$ cat src/rtl/fptw_pkg.sv
// Shared types, constants and helpers for the four-level page table walker.
package fptw_pkg;

  // Field widths of one request and one response.
  localparam int unsigned OP_W      = 2;
  localparam int unsigned VA_W      = 48;
  localparam int unsigned PA_W      = 52;
  localparam int unsigned FLAGS_W   = 12;
  localparam int unsigned STATUS_W  = 3;
  localparam int unsigned PAGE_W    = 40;
  localparam int unsigned ENTRY_W   = 64;
  localparam int unsigned IDX_W     = 9;
  localparam int unsigned ENTRIES_PER_TABLE = 512;

  // Packed stream widths, padded to whole bytes.
  localparam int unsigned IN_FIELDS_W  = OP_W + VA_W + PA_W + FLAGS_W;
  localparam int unsigned IN_DATA_W    = ((IN_FIELDS_W + 7) / 8) * 8;
  localparam int unsigned OUT_FIELDS_W = STATUS_W + PA_W + FLAGS_W;
  localparam int unsigned OUT_DATA_W   = ((OUT_FIELDS_W + 7) / 8) * 8;

  // Entry flag bit positions.
  localparam int unsigned FLAG_P_BIT = 0;
  localparam int unsigned FLAG_W_BIT = 1;
  localparam int unsigned FLAG_U_BIT = 2;

  // Walk level of the root table; level zero is the leaf.
  localparam logic [1:0] LVL_ROOT = 2'd3;
  localparam logic [1:0] LVL_LEAF = 2'd0;

  // Request operations.
  typedef enum logic [OP_W-1:0] {
    OP_TRANSLATE = 2'd0,
    OP_MAP       = 2'd1,
    OP_UNMAP     = 2'd2,
    OP_CLR_USER  = 2'd3
  } op_t;

  // Response status codes.
  typedef logic [STATUS_W-1:0] status_t;
  localparam status_t ST_OK          = 3'd0;
  localparam status_t ST_NO_TABLE    = 3'd1;
  localparam status_t ST_NOT_PRESENT = 3'd2;
  localparam status_t ST_NOT_USER    = 3'd3;
  localparam status_t ST_MAPPED      = 3'd4;
  localparam status_t ST_OUT_OF_TBL  = 3'd5;
  localparam status_t ST_ZERO_FRAME  = 3'd6;

  // Nine-bit table index of a virtual address at a given level.
  function automatic logic [IDX_W-1:0] level_idx(input logic [VA_W-1:0] va,
                                                 input logic [1:0]      lvl);
    logic [IDX_W-1:0] idx;
    unique case (lvl)
      2'd3:    idx = va[47:39];
      2'd2:    idx = va[38:30];
      2'd1:    idx = va[29:21];
      default: idx = va[20:12];
    endcase
    return idx;
  endfunction

endpackage

$ cat src/rtl/fptw_alu.sv
// Shared 40-bit page adder/subtractor with a bound compare.
module fptw_alu
  import fptw_pkg::*;
(
  input  logic              sub,
  input  logic [PAGE_W-1:0] op_a,
  input  logic [PAGE_W-1:0] op_b,
  input  logic [PAGE_W-1:0] bound,
  output logic [PAGE_W-1:0] result,
  output logic              below
);

  // Subtract turns a table pointer into a pool index; add turns an index into a page.
  assign result = sub ? (op_a - op_b) : (op_a + op_b);
  assign below  = (result < bound);

endmodule

$ cat config.mk
export PLATFORM = sky130hd
export DESIGN_NAME = fptw_alu
export DESIGN_NICKNAME = d
export VERILOG_FILES = /design/src/rtl/fptw_pkg.sv /design/src/rtl/fptw_alu.sv
export SDC_FILE = /design/constraint.sdc
export NUM_CORES = 1
export LEC_CHECK = 0
export ABC_AREA = 1
export BUFFER_PORTS_ARGS = -buffer_cell sky130_fd_sc_hd__buf_2
export CAP_MARGIN = 5
export CORE_MARGIN = 2
export CORE_UTILIZATION = 55
export DETAILED_ROUTE_END_ITERATION = 8
export PLACE_DENSITY = 0.85
export SLEW_MARGIN = 10
export SYNTH_ARGS = -nofsm -noshare
export SYNTH_HDL_FRONTEND = slang
export SYNTH_SLANG_ARGS = --single-unit
$ cat constraint.sdc
create_clock -name vclk -period 8
set_clock_uncertainty 0.2 [all_clocks]
set_input_delay 1.6 -clock vclk [all_inputs]
set_output_delay 1.6 -clock vclk [all_outputs]
set_load 0.05 [all_outputs]
==> impl_metrics.json <==
{
  "status": "finished clean",
  "syn_avg_cell_area_um2": 5.168,
  "drc": 0,
  "ys_types": 31,
  "fin_nets": 1390,
  "ff_latch_area_um2": 0,
  "dp_worst_setup_slack_ps": 637.0,
  "top_level_ports": 162,
  "cpMaxStageDelayCell": "ha_1",
  "drv_slew": 0,
  "holdPathEnd": "result[0]",
  "ant_nets": 0,
  "cp-start-kind": "input port",
  "fin_crit_sh_pct": 92.90,
  "cp_num_buf_inv": 5,
  "worstPathMaxFanout": 5,
  "vdd_drop_max_mv": 0.09844,
  "syn_to_final_growth_pct": 18.25,
  "holdCritPathClass": "in2out",
  "drtPass1Iterations": 6,
  "yosysSeqAreaShare_pct": 0,
  "hold_path_startpoint": "op_b[0]",
  "grt_pass1_wl_um": 26710,
  "slowest_delay_ps": 360,
  "drt_iter0_drc": 423,
  "power_density_nw_per_um2": 139.2,
  "wl_per_cell_um": 12.40,
  "die_area_um2": 10450,
  "worstMarginPinSlew_ps": 667.8,
  "max_freq_mhz": 134.6,
  "dieHeight_um": 102.2,
  "port_buffers": 162,
  "relSlewSlack_pct": 55.43,
  "period_minus_slack_ps": 7432,
  "synthesis.nets": 1228,
  "grt.overflow.total": 0,
  "setup_violations": 0,
  "crit_family": "simple AND/OR/NAND/NOR gates",
  "leakagePower_uw": 0.003887,
  "antenna_cells": 0,
  "drive_gt1_share_pct": 17.69,
  "seq_cells": 0,
  "track_usage_pct": 31.37,
  "dp_hpwl_um": 14810,
  "cap_violations": 0,
  "multiInputGateArea_um2": 4482,
  "holdPathStages": 4,
  "yosys_warnings": 0,
  "dieWidth_um": 102.2,
  "grtUsageMet3_pct": 1.094,
  "grt-busiest-layer": "met2",
  "wl_um": 16320,
  "fin_ws_ps": 568.3,
  "hold_violations": 0,
  "clock_buffers": 0,
  "tns_ps": 0,
  "grt_use_met1_pct": 45.54,
  "drt-vias-per-instance": 5.119,
  "grt_max_degree": 24,
  "ctsHoldBuffers": 0,
  "path_common_cell": "nand2_1",
  "cp_data_required_time_ps": 6200,
  "yosysMostFrequentCell": "nand2_1",
  "synth.largest_area_cell": "nand2_1",
  "grt_use_met2_pct": 52.28,
  "gp_congestion": 1.010,
  "rsz0062_at_grt": "no",
  "start_util_pct": 57.17,
  "arrival_ps": 5630,
  "grt_pass1_vias": 5990,
  "vias": 6737,
  "antenna_found_initial": 0,
  "end_kind": "primary output",
  "core_um2": 9284,
  "fill_cells": 989,
  "row_count": 35,
  "cts_resized": 0,
  "synth_area_leaders": "nand2_1 (24%), ha_1 (19%), inv_1 (15%)",
  "cp.depth": 28,
  "syn_area_um2": 5308,
  "synth.top_cell.area_share_pct": 23.69,
  "syn_inst": 1027,
  "criticalPathCategory": "in2out",
  "post_cts_buffers": 0,
  "synthTopCellsByCount": "nand2_1 (335), inv_1 (214), nor2_1 (114), ha_1 (79), a21oi_1 (55)"
}
layer usage:
| layer | vias to the layer above | wire (um) |
|---|---|---|
| met2 | 332 | 6974 |
| met5 | - | 0 |
| met4 | 0 | 316 |
| li1 | 3498 | - |
| met3 | 22 | 1504 |
| met1 | 2885 | 7520 |
worst max path at each step:
stage	to	from
global placement	below	op_b[0]
floorplan	below	op_b[0]
global route	below	op_b[0]
finish	below	op_b[0]
CTS	below	op_b[0]
detailed placement	below	op_b[0]
placed cells by master, fill, tap and decap left out, types with 2 or more instances in the layout:
cell type	Yosys	layout
nand2_2	16	16
buf_4	0	2
nand3_2	11	11
nand3_1	49	49
inv_1	214	214
nand3b_1	3	3
xor2_1	45	45
buf_2	3	162
a21oi_1	55	55
nor2_1	114	114
ha_1	79	79
nor3_1	8	8
and2_1	4	4
o21ai_1	2	2
o31ai_1	2	2
a31oi_1	6	6
nand4_1	8	8
nand2_1	335	335
o21ai_0	31	31
xnor2_1	12	12
nor4_1	4	4
nor2_2	11	11
nor2_4	5	5
o21ai_2	2	2
report_power, final:
part | internal, uW | total, uW | switching, uW
clock | 0 | 0 | 0
sequential | 0 | 0 | 0
combinational | 256 | 874 | 618
total | 256 | 874 | 618
cell families after synthesis:
family	synth area share [%]
xor gates and xnor gates	9.406
adders and majority gates	19.00
and+or+nand+nor	45.99
buffers and inverters	15.56
AOI/OAI and AO/OA	10.04
layout make-up:
type / instances / share of cell area, %
timing repair buffer: 164 / 13.16
inverter: 215 / 12.86
multi-input combinational: 808 / 71.41
tap: 129 / 2.572
per-stage QoR:
stage | instances | power (uW) | cell area [um^2] | hold WS [ps] | utilization (%)
global route | 1316 | 968.8 | 6276 | 3538 | 67.60
floorplan | 1027 | 654.6 | 5308 | 3305 | -
global placement | 1316 | 856.9 | 6276 | 3494 | 67.60
CTS | 1316 | 866.5 | 6276 | 3498 | 67.60
finish | 1316 | 873.6 | 6276 | 3496 | 67.60
detailed placement | 1316 | 863.8 | 6276 | 3498 | 67.60
(Power assumes the default switching activity.)
